--- config.mk ---
export PLATFORM = sky130hd
export DESIGN_NAME = alias_address_table_unit
export DESIGN_NICKNAME = d
export VERILOG_FILES = /design/src/rtl/core/aat_pkg.sv /design/src/rtl/core/aat_ram.sv /design/src/rtl/core/alias_address_table_unit.sv
export SDC_FILE = /design/constraint.sdc
export NUM_CORES = 2
export LEC_CHECK = 0
export BUFFER_PORTS_ARGS = -buffer_cell sky130_fd_sc_hd__clkbuf_2
export CORE_UTILIZATION = 39
export DETAILED_ROUTE_END_ITERATION = 8
export GPL_TIMING_DRIVEN = 1
export PLACE_DENSITY = 0.62
export SLEW_MARGIN = 5
export SYNTH_ARGS = -nofsm -noshare
export SYNTH_HDL_FRONTEND = slang
export SYNTH_SLANG_ARGS = --single-unit
--- constraint.sdc ---
create_clock -name clk -period 11.09 [get_ports clk]
set_input_delay 2.218 -clock clk [delete_from_list [all_inputs] [get_ports clk]]
set_output_delay 2.218 -clock clk [all_outputs]
set_load 0.01 [all_outputs]
--- src/rtl/core/aat_pkg.sv ---
package aat_pkg;

    localparam int DEPTH        = 16;
    localparam int IDX_W        = (DEPTH > 1) ? $clog2(DEPTH) : 1;
    localparam int CNT_W        = $clog2(DEPTH + 1);
    localparam int RESULT_LIMIT = 16;
    localparam int K_W          = $clog2(RESULT_LIMIT + 1);
    localparam int ALIAS_CHARS  = 10;
    localparam int ALIAS_W      = 8 * ALIAS_CHARS;
    localparam int ADDR_W       = 32;
    localparam int ENTRY_W      = ALIAS_W + ADDR_W;

    localparam logic [2:0] CMD_ADD    = 3'd0;
    localparam logic [2:0] CMD_LOOKUP = 3'd1;
    localparam logic [2:0] CMD_UPDATE = 3'd2;
    localparam logic [2:0] CMD_DELETE = 3'd3;
    localparam logic [2:0] CMD_LOC    = 3'd4;

    typedef enum logic [2:0] {
        SC_OK        = 3'd0,
        SC_ADDR_DUP  = 3'd1,
        SC_ALIAS_DUP = 3'd2,
        SC_NOT_FOUND = 3'd3,
        SC_EMPTY     = 3'd4,
        SC_FULL      = 3'd5,
        SC_BAD_ALIAS = 3'd6
    } status_t;

    typedef enum logic [1:0] {
        ST_IDLE,
        ST_SCAN,
        ST_SHIFT,
        ST_FLUSH
    } state_t;

    typedef enum logic [1:0] {
        PH_ADD,
        PH_FIND,
        PH_ADDR,
        PH_LOC
    } phase_t;

    // bytes after the first zero byte are forced to zero
    function automatic logic [ALIAS_W-1:0] canon(input logic [ALIAS_W-1:0] a);
        logic [ALIAS_W-1:0] r;
        logic               ended;
        r     = '0;
        ended = 1'b0;
        for (int i = 0; i < ALIAS_CHARS; i++) begin
            if (!ended && a[ALIAS_W-1-8*i -: 8] != 8'd0)
                r[ALIAS_W-1-8*i -: 8] = a[ALIAS_W-1-8*i -: 8];
            else
                ended = 1'b1;
        end
        return r;
    endfunction

    // upper case letters fold to lower case
    function automatic logic [ALIAS_W-1:0] fold(input logic [ALIAS_W-1:0] a);
        logic [ALIAS_W-1:0] r;
        logic [7:0]         b;
        r = '0;
        for (int i = 0; i < ALIAS_CHARS; i++) begin
            b = a[8*i +: 8];
            if (b >= 8'h41 && b <= 8'h5A)
                b = b + 8'h20;
            r[8*i +: 8] = b;
        end
        return r;
    endfunction

endpackage

--- src/rtl/core/aat_ram.sv ---
module aat_ram #(
    parameter int WIDTH  = 8,
    parameter int DEPTH  = 16,
    parameter int ADDR_W = (DEPTH > 1) ? $clog2(DEPTH) : 1
) (
    input  logic              clk,
    input  logic              we,
    input  logic [ADDR_W-1:0] waddr,
    input  logic [WIDTH-1:0]  wdata,
    input  logic [ADDR_W-1:0] raddr,
    output logic [WIDTH-1:0]  rdata
);

    logic [WIDTH-1:0] mem [DEPTH];

    always_ff @(posedge clk)
    begin
        if (we)
            mem[waddr] <= wdata;
        rdata <= mem[raddr];
    end

endmodule

--- src/rtl/core/alias_address_table_unit.sv ---
// channel  | ports                                              | handshake
// command  | cmd, alias_head, alias_tail, address               | start & !busy
// result   | status, address_out, alias_head_out,               | done, one cycle
//          | alias_tail_out, last                               |
// a command walks the table one entry per cycle through the single read port
// of the entry ram; setup, the registered ram read and the result register add to the walk
// update walks it twice, delete walks from the removed entry to the tail copying
// each entry down one place
// errors on an empty alias or empty table answer the cycle after start
// rst_n clears the entry count and control; ram contents need no reset
// results cannot be stalled; done marks each one for a single cycle
module alias_address_table_unit
    import aat_pkg::*;
(
    input  logic        clk,
    input  logic        rst_n,
    input  logic        start,
    output logic        busy,
    input  logic [2:0]  cmd,
    input  logic [63:0] alias_head,
    input  logic [15:0] alias_tail,
    input  logic [31:0] address,
    output logic        done,
    output logic [2:0]  status,
    output logic [31:0] address_out,
    output logic [63:0] alias_head_out,
    output logic [15:0] alias_tail_out,
    output logic        last
);

    state_t              state_reg, state_next;
    phase_t              phase_reg, phase_next;
    logic [2:0]          cmd_reg, cmd_next;
    logic [ALIAS_W-1:0]  alias_reg, alias_next;
    logic [ADDR_W-1:0]   addr_reg, addr_next;
    logic [CNT_W-1:0]    count_reg, count_next;
    logic [CNT_W-1:0]    idx_reg, idx_next;
    logic [CNT_W-1:0]    iq_reg, iq_next;
    logic                vq_reg, vq_next;
    logic [CNT_W-1:0]    f_reg, f_next;
    logic [ALIAS_W-1:0]  hold_alias_reg, hold_alias_next;
    logic [ADDR_W-1:0]   hold_addr_reg, hold_addr_next;
    logic                pend_reg, pend_next;
    logic [K_W-1:0]      k_reg, k_next;

    logic                done_reg, done_next;
    status_t             status_reg, status_next;
    logic [ADDR_W-1:0]   aout_reg, aout_next;
    logic [ALIAS_W-1:0]  alout_reg, alout_next;
    logic                last_reg, last_next;

    logic                we;
    logic [IDX_W-1:0]    waddr;
    logic [ENTRY_W-1:0]  wdata;
    logic [ENTRY_W-1:0]  rdata;

    logic [ALIAS_W-1:0]  ca;
    logic [ALIAS_W-1:0]  e_alias;
    logic [ADDR_W-1:0]   e_addr;
    logic                alias_hit;
    logic                last_entry;

    aat_ram #(
        .WIDTH (ENTRY_W),
        .DEPTH (DEPTH)
    ) u_ram (
        .clk   (clk),
        .we    (we),
        .waddr (waddr),
        .wdata (wdata),
        .raddr (idx_reg[IDX_W-1:0]),
        .rdata (rdata)
    );

    assign ca         = canon({alias_head, alias_tail});
    assign e_alias    = rdata[ENTRY_W-1:ADDR_W];
    assign e_addr     = rdata[ADDR_W-1:0];
    assign alias_hit  = (fold(e_alias) == fold(alias_reg));
    assign last_entry = (iq_reg == count_reg - CNT_W'(1));

    always_ff @(posedge clk or negedge rst_n)
    begin
        if (!rst_n)
        begin
            state_reg <= ST_IDLE;
            count_reg <= '0;
            vq_reg    <= 1'b0;
            pend_reg  <= 1'b0;
            done_reg  <= 1'b0;
        end
        else
        begin
            state_reg <= state_next;
            count_reg <= count_next;
            vq_reg    <= vq_next;
            pend_reg  <= pend_next;
            done_reg  <= done_next;
        end
    end

    always_ff @(posedge clk)
    begin
        phase_reg      <= phase_next;
        cmd_reg        <= cmd_next;
        alias_reg      <= alias_next;
        addr_reg       <= addr_next;
        idx_reg        <= idx_next;
        iq_reg         <= iq_next;
        f_reg          <= f_next;
        hold_alias_reg <= hold_alias_next;
        hold_addr_reg  <= hold_addr_next;
        k_reg          <= k_next;
        status_reg     <= status_next;
        aout_reg       <= aout_next;
        alout_reg      <= alout_next;
        last_reg       <= last_next;
    end

    always_comb
    begin
        state_next      = state_reg;
        phase_next      = phase_reg;
        cmd_next        = cmd_reg;
        alias_next      = alias_reg;
        addr_next       = addr_reg;
        count_next      = count_reg;
        idx_next        = idx_reg;
        iq_next         = iq_reg;
        vq_next         = 1'b0;
        f_next          = f_reg;
        hold_alias_next = hold_alias_reg;
        hold_addr_next  = hold_addr_reg;
        pend_next       = pend_reg;
        k_next          = k_reg;
        done_next       = 1'b0;
        status_next     = status_reg;
        aout_next       = aout_reg;
        alout_next      = alout_reg;
        last_next       = last_reg;
        we              = 1'b0;
        waddr           = '0;
        wdata           = '0;

        // keep one read in flight while walking
        if ((state_reg == ST_SCAN || state_reg == ST_SHIFT) && idx_reg < count_reg)
        begin
            idx_next = idx_reg + CNT_W'(1);
            iq_next  = idx_reg;
            vq_next  = 1'b1;
        end

        unique case (state_reg)
            ST_IDLE:
            begin
                if (start && cmd <= CMD_LOC)
                begin
                    cmd_next   = cmd;
                    alias_next = ca;
                    addr_next  = address;
                    idx_next   = '0;
                    vq_next    = 1'b0;
                    pend_next  = 1'b0;
                    k_next     = '0;
                    last_next  = 1'b1;
                    aout_next  = '0;
                    alout_next = '0;
                    if (cmd != CMD_LOC && ca[ALIAS_W-1 -: 8] == 8'd0)
                    begin
                        done_next   = 1'b1;
                        status_next = SC_BAD_ALIAS;
                    end
                    else if (cmd != CMD_ADD && count_reg == '0)
                    begin
                        done_next   = 1'b1;
                        status_next = SC_EMPTY;
                    end
                    else if (cmd == CMD_ADD && count_reg == '0)
                    begin
                        we          = 1'b1;
                        waddr       = '0;
                        wdata       = {ca, address};
                        count_next  = CNT_W'(1);
                        done_next   = 1'b1;
                        status_next = SC_OK;
                        aout_next   = address;
                        alout_next  = ca;
                    end
                    else
                    begin
                        state_next = ST_SCAN;
                        unique case (cmd) inside
                            CMD_ADD:                         phase_next = PH_ADD;
                            CMD_LOC:                         phase_next = PH_LOC;
                            CMD_LOOKUP, CMD_UPDATE, CMD_DELETE: phase_next = PH_FIND;
                            default:                         phase_next = PH_FIND;
                        endcase
                    end
                end
            end

            ST_SCAN:
            begin
                if (vq_reg)
                begin
                    case (phase_reg)
                        PH_ADD:
                        begin
                            if (e_addr == addr_reg || alias_hit)
                            begin
                                state_next  = ST_IDLE;
                                done_next   = 1'b1;
                                status_next = (e_addr == addr_reg) ? SC_ADDR_DUP : SC_ALIAS_DUP;
                                aout_next   = e_addr;
                                alout_next  = e_alias;
                                last_next   = 1'b1;
                            end
                            else if (last_entry)
                            begin
                                state_next = ST_IDLE;
                                done_next  = 1'b1;
                                last_next  = 1'b1;
                                if (count_reg == CNT_W'(DEPTH))
                                begin
                                    status_next = SC_FULL;
                                    aout_next   = '0;
                                    alout_next  = '0;
                                end
                                else
                                begin
                                    we          = 1'b1;
                                    waddr       = count_reg[IDX_W-1:0];
                                    wdata       = {alias_reg, addr_reg};
                                    count_next  = count_reg + CNT_W'(1);
                                    status_next = SC_OK;
                                    aout_next   = addr_reg;
                                    alout_next  = alias_reg;
                                end
                            end
                        end

                        PH_FIND:
                        begin
                            if (alias_hit)
                            begin
                                hold_alias_next = e_alias;
                                hold_addr_next  = e_addr;
                                f_next          = iq_reg;
                                if (cmd_reg == CMD_UPDATE)
                                begin
                                    phase_next = PH_ADDR;
                                    idx_next   = '0;
                                    vq_next    = 1'b0;
                                end
                                else if (cmd_reg == CMD_DELETE && !last_entry)
                                begin
                                    state_next = ST_SHIFT;
                                    idx_next   = iq_reg + CNT_W'(1);
                                    vq_next    = 1'b0;
                                end
                                else
                                begin
                                    if (cmd_reg == CMD_DELETE)
                                        count_next = count_reg - CNT_W'(1);
                                    state_next  = ST_IDLE;
                                    done_next   = 1'b1;
                                    status_next = SC_OK;
                                    aout_next   = e_addr;
                                    alout_next  = e_alias;
                                    last_next   = 1'b1;
                                end
                            end
                            else if (last_entry)
                            begin
                                state_next  = ST_IDLE;
                                done_next   = 1'b1;
                                status_next = SC_NOT_FOUND;
                                aout_next   = '0;
                                alout_next  = '0;
                                last_next   = 1'b1;
                            end
                        end

                        PH_ADDR:
                        begin
                            if (e_addr == addr_reg)
                            begin
                                state_next  = ST_IDLE;
                                done_next   = 1'b1;
                                status_next = SC_ADDR_DUP;
                                aout_next   = e_addr;
                                alout_next  = e_alias;
                                last_next   = 1'b1;
                            end
                            else if (last_entry)
                            begin
                                we          = 1'b1;
                                waddr       = f_reg[IDX_W-1:0];
                                wdata       = {hold_alias_reg, addr_reg};
                                state_next  = ST_IDLE;
                                done_next   = 1'b1;
                                status_next = SC_OK;
                                aout_next   = hold_addr_reg;
                                alout_next  = hold_alias_reg;
                                last_next   = 1'b1;
                            end
                        end

                        PH_LOC:
                        begin
                            if (e_addr[31:16] == addr_reg[31:16])
                            begin
                                // the previous match goes out, this one waits
                                if (pend_reg)
                                begin
                                    done_next   = 1'b1;
                                    status_next = SC_OK;
                                    aout_next   = hold_addr_reg;
                                    alout_next  = hold_alias_reg;
                                    last_next   = 1'b0;
                                end
                                hold_alias_next = e_alias;
                                hold_addr_next  = e_addr;
                                pend_next       = 1'b1;
                                k_next          = k_reg + K_W'(1);
                                if (last_entry || k_reg + K_W'(1) == K_W'(RESULT_LIMIT))
                                    state_next = ST_FLUSH;
                            end
                            else if (last_entry)
                            begin
                                state_next  = ST_IDLE;
                                done_next   = 1'b1;
                                last_next   = 1'b1;
                                pend_next   = 1'b0;
                                status_next = pend_reg ? SC_OK : SC_NOT_FOUND;
                                aout_next   = pend_reg ? hold_addr_reg : '0;
                                alout_next  = pend_reg ? hold_alias_reg : '0;
                            end
                        end

                        default:
                        begin
                            state_next = ST_IDLE;
                        end
                    endcase
                end
            end

            ST_SHIFT:
            begin
                if (vq_reg)
                begin
                    we    = 1'b1;
                    waddr = IDX_W'(iq_reg - CNT_W'(1));
                    wdata = rdata;
                    if (last_entry)
                    begin
                        count_next  = count_reg - CNT_W'(1);
                        state_next  = ST_IDLE;
                        done_next   = 1'b1;
                        status_next = SC_OK;
                        aout_next   = hold_addr_reg;
                        alout_next  = hold_alias_reg;
                        last_next   = 1'b1;
                    end
                end
            end

            ST_FLUSH:
            begin
                state_next  = ST_IDLE;
                done_next   = 1'b1;
                status_next = SC_OK;
                aout_next   = hold_addr_reg;
                alout_next  = hold_alias_reg;
                last_next   = 1'b1;
                pend_next   = 1'b0;
            end

            default:
            begin
                state_next = ST_IDLE;
            end
        endcase
    end

    assign busy           = (state_reg != ST_IDLE);
    assign done           = done_reg;
    assign status         = status_reg;
    assign address_out    = aout_reg;
    assign alias_head_out = alout_reg[ALIAS_W-1:16];
    assign alias_tail_out = alout_reg[15:0];
    assign last           = last_reg;

`ifndef NO_ASSERTIONS
    a_count_range: assert property (@(posedge clk) disable iff (!rst_n)
        count_reg <= CNT_W'(DEPTH))
        else $error("entry count beyond depth");

    a_read_in_range: assert property (@(posedge clk) disable iff (!rst_n)
        vq_reg |-> iq_reg < count_reg)
        else $error("read of an entry past the tail");

    a_error_zero: assert property (@(posedge clk) disable iff (!rst_n)
        (done_reg && (status_reg == SC_NOT_FOUND || status_reg == SC_EMPTY ||
                      status_reg == SC_FULL || status_reg == SC_BAD_ALIAS))
        |-> (aout_reg == '0 && alout_reg == '0 && last_reg))
        else $error("error result carries entry data");

    a_count_step: assert property (@(posedge clk) disable iff (!rst_n)
        (count_reg != $past(count_reg)) |-> $past(we) || $past(state_reg) != ST_IDLE)
        else $error("entry count changed without table work");
`endif

endmodule
==> flow_metrics.py <==
metrics = {
    "place": {
        "port_buffers": 235,
        "hpwl_um": 181000,
        "place_worst_setup_slack_ns": 3.97,
        "place.gp.congestion": 0.884,
    },
    "synthesis": {
        "ys_ff_latch": 2278,
        "yosysTopAreaCell": "edfxtp_1",
        "syn_area_per_cell_um2": 15.1,
        "synth_commonest_cells": "edfxtp_1, clkbuf_1, nand2_1",
        "synth_area_leaders": "edfxtp_1, mux4_2, mux2i_1, mux2_2, dfxtp_1",
        "ys_warn_count": 0,
        "synthFlopType": "edfxtp_1",
        "ys_seq_area_frac": 0.677,
        "synth_edf_count": 2151,
        "yosysMostFrequentCell": "edfxtp_1",
        "synthCells": 6554,
        "netlist_area_um2": 99200,
        "ys_async_sr_fraction": 0.00439,
        "synth_nets": 6713,
        "synth_top_area_frac": 0.651,
        "synth_cell_types": 83,
    },
    "setup_path": {
        "cp-end-kind": "flop",
        "r2r_setup_slack_ns": 3.85,
        "reg2reg_to": "u_ram.mem[3][105]",
        "cp_cell_sequence": "xnor2_1 > nand4_1 > nor4_1 > nand4_1 > or3_1 > nor4_2 > and4_4 > nor2_4 > a221o_1 > nor2_4 > buf_4 > buf_4",
        "slowest_delay_ns": 1.07,
        "path_class": "reg -> reg",
        "cp.required_ns": 11.59,
        "path_delay_family": "simple AND/OR/NAND/NOR gates",
        "critPathMaxFanout": 46,
        "reg2reg_depth": 12,
        "start_kind": "flop",
        "worstReg2RegStart": "alias_reg[72]",
        "crit_buf_inv": 2,
        "cpMaxStageDelayCell": "nor4_1",
        "arrival_ns": 7.73,
    },
    "clocking": {
        "clock_latency_ns": 0.90,
        "post_cts_buffers": 0,
        "cts.clk_slew.worst_paths_ns": 0.07,
        "cts_sinks": 2278,
        "cts_tree": "done",
        "h-tree-depth": 4,
        "cts_buffers": 234,
        "hold_buffers": 0,
        "clock-root-buffer": "clkbuf_16",
        "ctsResizeCount": 0,
        "clockBufferDepth": 3,
    },
    "pwr": {
        "seqPwrFrac": 0.432,
        "switchingPower_uw": 8560,
        "leakage_uw": 0.0401,
        "swShare": 0.332,
        "irDropWorstVdd_uv": 212,
        "clockPowerShare": 0.311,
        "power_uw": 25800,
        "combPwrFrac": 0.257,
        "power.density_nw_per_um2": 230,
        "power.internal_uw": 17200,
    },
    "route": {
        "remaining_drc_errors": 0,
        "initialDrtViolationCount": 9266,
        "via_count": 65451,
        "dr.pass1.iters": 9,
        "via_per_inst": 6.40,
        "wl_per_cell_um": 32.1,
        "totalWireLength_um": 329000,
        "antenna_left": 0,
    },
    "cells_and_area": {
        "largest_registers": "u_ram.mem x1792, u_ram.rdata x112",
        "synthToLayoutAreaGrowth_pct": 13.0,
        "largest-register": "u_ram.mem",
        "largest_register_ffs": 1792,
        "drive_gt1_frac": 0.188,
        "fin_nets": 6817,
        "fill_cells": 21877,
    },
    "sta": {
        "period_share": 0.653,
        "finalSetupViolCount": 0,
        "hold_slack_ns": 0.490,
        "tightestPinTransition_ns": 1.48,
        "timing.slew.headroom": 0.00622,
        "period_minus_slack_ns": 7.24,
        "rsz0062_at_grt": "false",
        "skew_ns": 0.0890,
        "finalWorstSetupSlack_ns": 3.85,
        "finalHoldViolCount": 0,
        "fmax_mhz": 138,
        "drv_slew": 0,
    },
    "global_routing": {
        "grt_pass1_vias": 63786,
        "grt_pass1_wl_um": 466000,
        "grt-ovfl-total": 0,
        "antenna_found_initial": 29,
        "grt_max_degree": 151,
        "grt_usage": 0.250,
    },
    "floorplan": {
        "core-area_um2": 252000,
        "ioPinCount": 236,
        "die_x_um": 506,
        "rows": 184,
        "die_height_um": 506,
        "start_util": 0.393,
        "die-area_um2": 256000,
    },
    "min_path": {
        "worst_hold_startpoint": "idx_reg[4]",
        "min_to": "iq_reg[4]",
        "hold_path_class": "reg -> reg",
        "hold_depth": 0,
    },
    "status": {
        "violations": "capacitance limit",
        "outcome": "finished with violations",
    },
    "flow_run": {
        "max_cap_violations": 1,
    },
}
## routing by layer
layer,vias up,GRT usage,wire length [µm]
li1,26802,-,-
met5,-,0,127
met1,33371,0.332,127000
met2,4414,0.382,147000
met3,848,0.0588,36700
met4,16,0.131,17700
## placed cells by master (no fill, tap or decap), types with 24 or more instances in the layout
cell type  synthesis  layout
a211oi_1          65      65
a21o_1            93      93
a21oi_1          305     305
a221o_1          143     143
a221oi_1         200     199
a22oi_1          299     299
a311oi_1          24      24
a31o_2            67      67
and2_1            63      61
and3_1            31      30
buf_4              0     100
clkbuf_1         394      56
clkbuf_16          0     236
clkbuf_2           0     235
clkinv_1           1      34
clkinv_2           0      48
dfxtp_1          117     113
edfxtp_1        2151    2151
ha_1              41      36
inv_1             48      48
mux2_2           224     224
mux2i_1          345     345
mux4_2           224     224
nand2_1          367     364
nand3_1           35      34
nand4_1           38      38
nor2_1           271     251
nor3_1            40      33
nor4_1            37      34
o211a_1           41      41
o21ai_0          364     363
o2bb2ai_1         35      35
o31ai_1           37      37
xnor2_1           92      92
xor2_1            34      34
## cell type report
class,count,area [µm²],area share
tap,3348,4190,0.0374
antenna,17,42.5,0.000380
clock buffer,312,6390,0.0570
sequential,2278,67200,0.600
multi-input combinational,3741,30300,0.271
inverter,49,184,0.00164
clock inverter,130,1420,0.0127
timing repair buffer,354,2310,0.0206
## power groups by stage
stage / Clock [µW] / Combinational (µW) / Sequential (µW)
after CTS: 8080 / 6530 / 11100
final: 8010 / 6620 / 11100
after floorplan: 0 / 4350 / 10800
after global placement: 0 / 6410 / 11200
after detailed placement: 0 / 6500 / 11200
after global routing: 8410 / 6990 / 11100
## per-stage QoR
| step | TNS [ns] | instance area [µm²] | util | instances |
|---|---|---|---|---|
| 2_1_floorplan | -279.15 | 99200 | - | 6554 |
| 3_3_place_gp | 0 | 104000 | 0.413 | 9770 |
| 3_5_place_dp | 0 | 104000 | 0.413 | 9770 |
| 4_1_cts | 0 | 112000 | 0.444 | 10212 |
| 5_1_grt | 0 | 112000 | 0.445 | 10222 |
| 6_report | 0 | 112000 | 0.445 | 10229 |
## cells by family after synthesis
group	Yosys count	synth area share
multiplexers	794	0.111
flip-flops	2278	0.677
AND/OR/NAND/NOR	955	0.0439
AO/OA/AOI/OAI	1825	0.131
XOR/XNOR	126	0.0111
buffers and inverters	535	0.0205
adder cells (fa/ha/maj)	41	0.00517
## how the worst max path moves through the flow
stage,end,from,cells after the start
final,u_ram.mem[3][105],alias_reg[72],12
after global routing,u_ram.mem[3][78],alias_reg[11],12
after global placement,u_ram.mem[3][75],cmd[1],11
after detailed placement,u_ram.mem[3][75],cmd[1],11
after CTS,u_ram.mem[3][75],alias_reg[10],12
after floorplan,u_ram.mem[12][0],cmd[1],9
## worst reg2reg max path: stages, from the launching register on
cell and delay [ns]:
edfxtp_1 0.56, xnor2_1 0.48, nand4_1 0.33, nor4_1 1.07, nand4_1 0.23, or3_1 0.41
nor4_2 0.30, and4_4 0.67, nor2_4 0.36, a221o_1 0.58, nor2_4 0.14, buf_4 0.75
buf_4 0.85
Note: power is estimated with default switching activity, not from simulation.
